[config.mk]
export PLATFORM = sky130hd
export DESIGN_NAME = contiguous_frame_allocator
export DESIGN_NICKNAME = d
export VERILOG_FILES = /design/src/hdl/cfa_pkg.sv /design/src/hdl/contiguous_frame_allocator.sv
export SDC_FILE = /design/constraint.sdc
export NUM_CORES = 2
export LEC_CHECK = 0
export ABC_AREA = 1
export ABC_CLOCK_PERIOD_IN_PS = 19900
export BUFFER_PORTS_ARGS = -buffer_cell sky130_fd_sc_hd__buf_2
export CORE_MARGIN = 2
export CORE_UTILIZATION = 40
export CTS_CLUSTER_SIZE = 8
export DETAILED_ROUTE_END_ITERATION = 8
export GPL_ROUTABILITY_DRIVEN = 0
export SYNTH_ARGS = -nofsm -noshare
export SYNTH_HDL_FRONTEND = slang
export SYNTH_SLANG_ARGS = --single-unit
[constraint.sdc]
create_clock -name aclk -period 19.9 [get_ports aclk]
set_input_delay 3.98 -clock aclk [delete_from_list [all_inputs] [get_ports aclk]]
set_output_delay 3.98 -clock aclk [all_outputs]
set_load 0.005 [all_outputs]
[src/hdl/cfa_pkg.sv]
`timescale 1ns / 1ps
// ---------------------------------------------------------------------------
// cfa_pkg: shared definitions for the contiguous frame allocator
// Command, status and register codes, defaults and the frame table entry.
// ---------------------------------------------------------------------------
package cfa_pkg;

    localparam int NUM_FRAMES_DEF = 256;
    localparam int PAGE_BYTES_DEF = 4096;

    localparam int CMD_W    = 2;
    localparam int COUNT_W  = 9;
    localparam int OWNER_W  = 2;
    localparam int ADDR_W   = 32;
    localparam int STATUS_W = 2;
    localparam int CFG_IDX_W = 2;
    localparam int CFG_DATA_W = 32;
    localparam int IN_DATA_W  = 48;
    localparam int OUT_DATA_W = 48;

    localparam logic [ADDR_W-1:0] LIMIT_GUARD = 32'd4096;

    // Command codes
    localparam logic [CMD_W-1:0] CMD_ALLOC      = 2'd0;
    localparam logic [CMD_W-1:0] CMD_FREE       = 2'd1;
    localparam logic [CMD_W-1:0] CMD_RESET_USER = 2'd2;

    // Status codes
    localparam logic [STATUS_W-1:0] ST_OK        = 2'd0;
    localparam logic [STATUS_W-1:0] ST_NO_RUN    = 2'd1;
    localparam logic [STATUS_W-1:0] ST_OUT_TABLE = 2'd2;

    localparam logic [OWNER_W-1:0] OWNER_USER = 2'd2;

    // Register indexes
    localparam logic [CFG_IDX_W-1:0] REG_BASE_ADDRESS  = 2'd0;
    localparam logic [CFG_IDX_W-1:0] REG_FRAMES_IN_USE = 2'd1;
    localparam logic [CFG_IDX_W-1:0] REG_ADDRESS_LIMIT = 2'd2;

    // Register reset values
    localparam logic [ADDR_W-1:0]  BASE_ADDRESS_RST  = 32'd0;
    localparam logic [COUNT_W-1:0] FRAMES_IN_USE_RST = 9'd256;
    localparam logic [ADDR_W-1:0]  ADDRESS_LIMIT_RST = 32'hFFFF_FFFF;

    typedef struct packed {
        logic               used;
        logic [OWNER_W-1:0] owner;
        logic [COUNT_W-1:0] run_len;
    } frame_entry_t;

endpackage

[src/hdl/contiguous_frame_allocator.sv]
`timescale 1ns / 1ps
// ---------------------------------------------------------------------------
// contiguous_frame_allocator: first-fit allocator of contiguous page frames
// Per-frame table in one memory, walked one frame a cycle by a sequencer.
// ---------------------------------------------------------------------------
// Commands are taken one at a time: s_tready is low from acceptance until the
//   result is loaded into the output register.
// Reset: aresetn (synchronous, active low) starts a clearing pass over every
//   frame table entry; s_tready stays low until done.
module contiguous_frame_allocator #(
    parameter int NUM_FRAMES = cfa_pkg::NUM_FRAMES_DEF,
    parameter int PAGE_BYTES = cfa_pkg::PAGE_BYTES_DEF
) (
    input  logic                              aclk,
    input  logic                              aresetn,
    // Configuration write port
    input  logic                              cfg_wr_en,
    input  logic [cfa_pkg::CFG_IDX_W-1:0]     cfg_index,
    input  logic [cfa_pkg::CFG_DATA_W-1:0]    cfg_wr_data,
    // Command channel
    input  logic                              s_tvalid,
    output logic                              s_tready,
    // s_tdata, low bit up: page_count[8:0], owner[10:9], address[42:11], zero pad
    input  logic [cfa_pkg::IN_DATA_W-1:0]     s_tdata,
    // s_tuser: command[1:0]
    input  logic [cfa_pkg::CMD_W-1:0]         s_tuser,
    // Result channel
    output logic                              m_tvalid,
    input  logic                              m_tready,
    // m_tdata, low bit up: address_res[31:0], status[33:32], freed_count[42:34],
    // zero pad
    output logic [cfa_pkg::OUT_DATA_W-1:0]    m_tdata
);

    localparam int FIDX_W     = (NUM_FRAMES > 1) ? $clog2(NUM_FRAMES) : 1;
    localparam int MF_W       = FIDX_W + 1;
    localparam int PAGE_SHIFT = $clog2(PAGE_BYTES);
    localparam int OFF_W      = cfa_pkg::ADDR_W - PAGE_SHIFT;
    localparam int SUM_W      = cfa_pkg::ADDR_W + 1;
    localparam int PAD_W      = cfa_pkg::OUT_DATA_W - cfa_pkg::ADDR_W
                                - cfa_pkg::STATUS_W - cfa_pkg::COUNT_W;

    typedef enum logic [3:0] {
        ST_CLEAR,
        ST_IDLE,
        ST_SCAN,
        ST_LIMIT,
        ST_MARK,
        ST_FREE_CHK,
        ST_FREE_RD,
        ST_FREE_LEN,
        ST_FREE_CLR,
        ST_RESULT
    } state_t;

    // Configuration registers
    logic [cfa_pkg::ADDR_W-1:0]  base_reg;
    logic [cfa_pkg::COUNT_W-1:0] fiu_reg;
    logic [cfa_pkg::ADDR_W-1:0]  limit_reg;

    // Sequencer registers
    state_t                       state_reg, state_next;
    logic [cfa_pkg::CMD_W-1:0]    cmd_reg, cmd_next;
    logic [cfa_pkg::COUNT_W-1:0]  count_reg, count_next;
    logic [cfa_pkg::OWNER_W-1:0]  owner_reg, owner_next;
    logic [cfa_pkg::ADDR_W-1:0]   addr_reg, addr_next;
    logic [cfa_pkg::ADDR_W-1:0]   lim_reg, lim_next;
    logic [MF_W-1:0]              ptr_reg, ptr_next;
    logic                         dv_reg, dv_next;
    logic [FIDX_W-1:0]            didx_reg, didx_next;
    logic [cfa_pkg::COUNT_W-1:0]  run_reg, run_next;
    logic [FIDX_W-1:0]            first_reg, first_next;
    logic [cfa_pkg::COUNT_W-1:0]  cnt_reg, cnt_next;
    logic [cfa_pkg::COUNT_W-1:0]  len_reg, len_next;
    logic [cfa_pkg::ADDR_W-1:0]   res_addr_reg, res_addr_next;
    logic [cfa_pkg::STATUS_W-1:0] res_status_reg, res_status_next;

    // Output register
    logic                         m_valid_reg, m_valid_next;
    logic [cfa_pkg::ADDR_W-1:0]   m_addr_reg, m_addr_next;
    logic [cfa_pkg::STATUS_W-1:0] m_status_reg, m_status_next;
    logic [cfa_pkg::COUNT_W-1:0]  m_freed_reg, m_freed_next;

    // Frame table
    cfa_pkg::frame_entry_t mem [NUM_FRAMES];
    cfa_pkg::frame_entry_t rd_q;
    logic                  wr_en;
    logic [FIDX_W-1:0]     wr_addr;
    cfa_pkg::frame_entry_t wr_data;

    // Combinational helpers
    logic [MF_W-1:0]    frames;
    logic               issue;
    logic               s_fire;
    logic [SUM_W-1:0]   run_addr;
    logic [SUM_W-1:0]   free_diff;
    logic [OFF_W-1:0]   free_off;

    // Managed frame count, clamped to the table depth
    assign frames = (32'(fiu_reg) > 32'(NUM_FRAMES)) ? MF_W'(NUM_FRAMES) : MF_W'(fiu_reg);

    assign s_tready = (state_reg == ST_IDLE);
    assign s_fire   = s_tvalid && s_tready;
    // Issue a table read each cycle of a scan until the managed frames run out
    assign issue    = (state_reg == ST_SCAN) && (ptr_reg < frames);

    assign run_addr  = {1'b0, base_reg} + (SUM_W'(first_reg) << PAGE_SHIFT);
    assign free_diff = {1'b0, addr_reg} - {1'b0, base_reg};
    assign free_off  = free_diff[cfa_pkg::ADDR_W-1:PAGE_SHIFT];

    assign m_tvalid = m_valid_reg;
    assign m_tdata  = {{PAD_W{1'b0}}, m_freed_reg, m_status_reg, m_addr_reg};

    // Table memory: one write port, one registered read port
    always_ff @(posedge aclk) begin
        if (wr_en) begin
            mem[wr_addr] <= wr_data;
        end
        rd_q <= mem[ptr_reg[FIDX_W-1:0]];
    end

    // Configuration registers
    always_ff @(posedge aclk) begin
        if (!aresetn) begin
            base_reg  <= cfa_pkg::BASE_ADDRESS_RST;
            fiu_reg   <= cfa_pkg::FRAMES_IN_USE_RST;
            limit_reg <= cfa_pkg::ADDRESS_LIMIT_RST;
        end else if (cfg_wr_en) begin
            unique case (cfg_index)
                cfa_pkg::REG_BASE_ADDRESS:  base_reg  <= cfg_wr_data;
                cfa_pkg::REG_FRAMES_IN_USE: fiu_reg   <= cfg_wr_data[cfa_pkg::COUNT_W-1:0];
                cfa_pkg::REG_ADDRESS_LIMIT: limit_reg <= cfg_wr_data;
                default: ;
            endcase
        end
    end

    // Sequencer next-state logic
    always_comb begin
        state_next      = state_reg;
        cmd_next        = cmd_reg;
        count_next      = count_reg;
        owner_next      = owner_reg;
        addr_next       = addr_reg;
        lim_next        = lim_reg;
        ptr_next        = ptr_reg;
        dv_next         = issue;
        didx_next       = ptr_reg[FIDX_W-1:0];
        run_next        = run_reg;
        first_next      = first_reg;
        cnt_next        = cnt_reg;
        len_next        = len_reg;
        res_addr_next   = res_addr_reg;
        res_status_next = res_status_reg;
        m_valid_next    = m_valid_reg && !m_tready;
        m_addr_next     = m_addr_reg;
        m_status_next   = m_status_reg;
        m_freed_next    = m_freed_reg;
        wr_en           = 1'b0;
        wr_addr         = ptr_reg[FIDX_W-1:0];
        wr_data         = '0;

        if (issue) begin
            ptr_next = ptr_reg + MF_W'(1);
        end

        unique case (state_reg)
            ST_CLEAR: begin
                // Zero one entry per cycle after reset
                wr_en    = 1'b1;
                ptr_next = ptr_reg + MF_W'(1);
                if (ptr_reg[FIDX_W-1:0] == FIDX_W'(NUM_FRAMES - 1)) begin
                    state_next = ST_IDLE;
                end
            end

            ST_IDLE: begin
                if (s_fire) begin
                    cmd_next        = s_tuser;
                    count_next      = s_tdata[8:0];
                    owner_next      = s_tdata[10:9];
                    addr_next       = s_tdata[42:11];
                    lim_next        = (limit_reg >= cfa_pkg::LIMIT_GUARD)
                                      ? (limit_reg - cfa_pkg::LIMIT_GUARD) : '0;
                    ptr_next        = '0;
                    run_next        = '0;
                    cnt_next        = '0;
                    res_addr_next   = '0;
                    res_status_next = cfa_pkg::ST_OK;
                    unique case (s_tuser)
                        cfa_pkg::CMD_ALLOC: begin
                            res_status_next = cfa_pkg::ST_NO_RUN;
                            state_next = (s_tdata[8:0] == '0) ? ST_RESULT : ST_SCAN;
                        end
                        cfa_pkg::CMD_FREE:       state_next = ST_FREE_CHK;
                        cfa_pkg::CMD_RESET_USER: state_next = ST_SCAN;
                        default:                 state_next = ST_RESULT;
                    endcase
                end
            end

            ST_SCAN: begin
                if (dv_reg) begin
                    if (cmd_reg == cfa_pkg::CMD_ALLOC) begin
                        // First fit: extend the free run, restart on a used frame
                        if (!rd_q.used) begin
                            if (run_reg == '0) begin
                                first_next = didx_reg;
                            end
                            run_next = run_reg + cfa_pkg::COUNT_W'(1);
                            if (run_reg == count_reg - cfa_pkg::COUNT_W'(1)) begin
                                state_next = ST_LIMIT;
                            end
                        end else begin
                            run_next = '0;
                        end
                    end else if (rd_q.owner == cfa_pkg::OWNER_USER) begin
                        // Drop a user frame
                        wr_en    = 1'b1;
                        wr_addr  = didx_reg;
                        cnt_next = cnt_reg + cfa_pkg::COUNT_W'(1);
                    end
                end
                if (!dv_reg && !issue) begin
                    state_next = ST_RESULT;
                end
            end

            ST_LIMIT: begin
                // Check the run's base address against the limit guard
                ptr_next = MF_W'(first_reg);
                cnt_next = '0;
                if (run_addr < {1'b0, lim_reg}) begin
                    res_addr_next   = run_addr[cfa_pkg::ADDR_W-1:0];
                    res_status_next = cfa_pkg::ST_OK;
                    state_next      = ST_MARK;
                end else begin
                    state_next = ST_RESULT;
                end
            end

            ST_MARK: begin
                // Mark the run used; the head frame carries the run length
                wr_en         = 1'b1;
                wr_data.used  = 1'b1;
                wr_data.owner = owner_reg;
                wr_data.run_len = (cnt_reg == '0) ? count_reg : '0;
                ptr_next = ptr_reg + MF_W'(1);
                cnt_next = cnt_reg + cfa_pkg::COUNT_W'(1);
                if (cnt_reg == count_reg - cfa_pkg::COUNT_W'(1)) begin
                    cnt_next   = '0;
                    state_next = ST_RESULT;
                end
            end

            ST_FREE_CHK: begin
                // Address to frame index; reject anything outside the managed frames
                ptr_next = MF_W'(free_off);
                if (free_diff[cfa_pkg::ADDR_W] || (SUM_W'(free_off) >= SUM_W'(frames))) begin
                    res_status_next = cfa_pkg::ST_OUT_TABLE;
                    state_next      = ST_RESULT;
                end else begin
                    state_next = ST_FREE_RD;
                end
            end

            ST_FREE_RD: begin
                state_next = ST_FREE_LEN;
            end

            ST_FREE_LEN: begin
                len_next   = rd_q.run_len;
                state_next = ST_FREE_CLR;
            end

            ST_FREE_CLR: begin
                // Release the recorded run, stopping at the last managed frame
                if ((cnt_reg < len_reg) && (ptr_reg < frames)) begin
                    wr_en    = 1'b1;
                    ptr_next = ptr_reg + MF_W'(1);
                    cnt_next = cnt_reg + cfa_pkg::COUNT_W'(1);
                end else begin
                    state_next = ST_RESULT;
                end
            end

            ST_RESULT: begin
                // Hold until the output register is free, then load it
                if (!m_valid_reg || m_tready) begin
                    m_valid_next  = 1'b1;
                    m_addr_next   = res_addr_reg;
                    m_status_next = res_status_reg;
                    m_freed_next  = (cmd_reg == cfa_pkg::CMD_FREE
                                     || cmd_reg == cfa_pkg::CMD_RESET_USER) ? cnt_reg : '0;
                    state_next    = ST_IDLE;
                end
            end

            default: state_next = ST_IDLE;
        endcase
    end

    always_ff @(posedge aclk) begin
        if (!aresetn) begin
            state_reg   <= ST_CLEAR;
            ptr_reg     <= '0;
            dv_reg      <= 1'b0;
            m_valid_reg <= 1'b0;
        end else begin
            state_reg   <= state_next;
            ptr_reg     <= ptr_next;
            dv_reg      <= dv_next;
            m_valid_reg <= m_valid_next;
        end
        cmd_reg        <= cmd_next;
        count_reg      <= count_next;
        owner_reg      <= owner_next;
        addr_reg       <= addr_next;
        lim_reg        <= lim_next;
        didx_reg       <= didx_next;
        run_reg        <= run_next;
        first_reg      <= first_next;
        cnt_reg        <= cnt_next;
        len_reg        <= len_next;
        res_addr_reg   <= res_addr_next;
        res_status_reg <= res_status_next;
        m_addr_reg     <= m_addr_next;
        m_status_reg   <= m_status_next;
        m_freed_reg    <= m_freed_next;
    end

endmodule
==> metrics <==
status=complete, no violations; DRC=0; Largest register FFs=3,072; Skew-Pair Late Insertion Delay=0.97 ns; Period minus WS final=6.73 ns; Leak=46.2 nW; H-tree level count=5; antenna-violating nets left=0; CTS hold repair buffers=0; Clock Skew=0.0669 ns; TritonRoute pass-1 iters=8; Critical Path AT=7.58 ns; post-synth top area share=71.3%; HPWL after DPL=227,000 um; CTS tree=yes; setup tns final=0 ns; post-route design area=0.155 mm2; CP dominant cell by count=buf_4; post-DR wirelength/cell=25.4 um; Crit Path Max Fanout=152; share of cells above drive strength 1=8.65%; initial antenna violation count=11; total clock buffers created by CTS=460; CTS sink cnt=3,369; Max clock buf depth=4; first-pass GRT wire length=581,000 um; CP Buf/Inv Count=5; Site Rows=215; Peak Freq=149 MHz; CP peak stage delay=0.80 ns; Setup violations, final=0; sequential area share after synthesis=72.9%; Rel. slew slack=5.36%; drt initial violations=10,889; Yosys reg bits=3,369; Via-to-Cell Ratio=5.82; hold crit path type=reg2reg; most flop-heavy register=mem; Worst Path Required=20.75 ns; Power Density=120 mW/mm2; fin crit share=33.8%; Syn. warnings=0; maxcap violations=0; grt total ovfl=0; I/O pins=139; pre-CTS setup slack=13.46 ns; Initial Utilization=40.1%; core area=0.342 mm2; max-slew violation count=0; Top delay family on crit path=buffers and inverters; list of most frequent post-synthesis cells=edfxtp_1 (3,261), nor2_1 (2,240), o21ai_0 (1,817); root buffer cell=clkbuf_16; DIE WIDTH=590 um; Total GRT Usage=22.3%; final net count=11,274; number of flops mapped to enable cells by yosys=3,261; area of the die=0.348 mm2; Setup Buffers After CTS=0; CP endpoint kind=flip-flop; Layout Utilization=45.3%; Top FF cell, synth=edfxtp_1; crit path kind=reg2reg; clock slew seen by the registers of the worst setup and hold paths=0.06 ns; mean post-synth cell area=12.5 um2; Synth area leaders=edfxtp_1 (71%), o21ai_0 (6.6%), nor2_1 (6.1%), o22ai_1 (2.5%), o221ai_1 (2.0%); placed inst area=0.143 mm2; pin count of the biggest net entering global routing=189; Worst VDD drop=0.0983 mV; IO buf count=128; startpoint type of the worst setup path=flip-flop; die height=590 um; DR vias=91,653; Synth async-reset ratio=0%; Synth cell types=56; top-count cell post-synth=edfxtp_1; DRT Wirelength=400,000 um; final hold vios=0; unrepaired setup endpoints after global routing=no; vias in the first global route=88,351; worst-path cell chain=inv_8 -> buf_4 -> buf_4 -> buf_12 -> buf_4 -> o21ai_0 -> o22ai_1 -> nor2_1 -> o22ai_1 -> nand2_1 -> a21oi_1 -> o221ai_1 -> nand2_1; Area growth, synth to finish=13.0%; Synth Instances=10,975; Synth area leader=edfxtp_1; Mapped Area=0.137 mm2; Post-CTS Resized=0; final worst slack=13.17 ns; Least-Margin Pin Slew=1.40 ns; Slowest-stage cell, CP=buf_4
-- per-layer routing --
layer	track usage, %	wire length, um	up-vias
met5	0	13	-
met4	9.96	18400	2
met3	3.57	35400	820
met2	35.4	185000	4465
met1	30.2	160000	45833
li1	-	-	40533
-- worst register-to-register path: stages, from the launching register on --
cell,delay (ns)
dfxtp_4,0.57
inv_8,0.56
buf_4,0.73
buf_4,0.91
buf_12,0.59
buf_4,0.87
o21ai_0,0.20
o22ai_1,0.22
nor2_1,0.07
o22ai_1,0.28
nand2_1,0.08
a21oi_1,0.63
o221ai_1,0.59
nand2_1,0.33
-- layout by cell type (no fill, tap or decap), types with 101 or more instances in the layout --
cell type  instances
edfxtp_1        3261
nor2_1          2227
o21ai_0         1817
nand2_1          653
o22ai_1          550
clkbuf_16        467
inv_1            367
o221ai_1         313
buf_4            233
nand3_1          222
a21oi_1          195
o211ai_1         133
buf_2            128
ha_1             104
dfxtp_1          101
-- path summary, 6_finish.rpt --
check	slack, ns	end	depth (start not counted)	from
max	13.17	rd_q[5]	13	ptr_reg[0]
min	0.41	m_addr_reg[10]	0	res_addr_reg[10]
max reg2reg	13.17	rd_q[5]	13	ptr_reg[0]
min reg2reg	0.41	m_addr_reg[10]	0	res_addr_reg[10]
-- stage by stage --
stage / hold slack (ns) / power (mW) / cells
after global routing: 0.414 / 19.2 / 15749
after detailed placement: 0.401 / 11.6 / 15174
after global placement: 0.394 / 11.6 / 15173
final: 0.407 / 18.5 / 15752
after CTS: 0.408 / 18.6 / 15747
after floorplan: 0.352 / 10.3 / 10979
-- report_power, final --
| part | switching [mW] | internal [mW] |
|---|---|---|
| Sequential | 0.103 | 7.83 |
| Combinational | 2.79 | 0.838 |
| Clock | 2.81 | 4.17 |
| Total | 5.71 | 12.8 |
-- cell type report --
| type | instances | area [um2] |
|---|---|---|
| fill | 30205 | 187000 |
| sequential | 3369 | 100000 |
| multi-input combinational | 6485 | 32600 |
| clock buffer | 550 | 12000 |
| tap | 4557 | 5700 |
| timing repair buffer | 382 | 2800 |
| inverter | 382 | 1470 |
| clock inverter | 23 | 472 |
| antenna | 4 | 10.0 |
-- kinds of logic (layout without fill, tap and decap cells) --
family / count (synthesis) / count (layout) / share of synthesized area (%)
xor gates and xnor gates: 46 / 46 / 0.294
other: 1 / 9 / 0.00273
AOI/OAI and AO/OA: 3075 / 3075 / 12.9
and+or+nand+nor: 3254 / 3254 / 9.43
DFF: 3369 / 3369 / 72.9
adders and majority gates: 105 / 105 / 0.963
buffers and inverters: 1125 / 1337 / 3.45
Note: power is estimated with default switching activity, not from simulation.
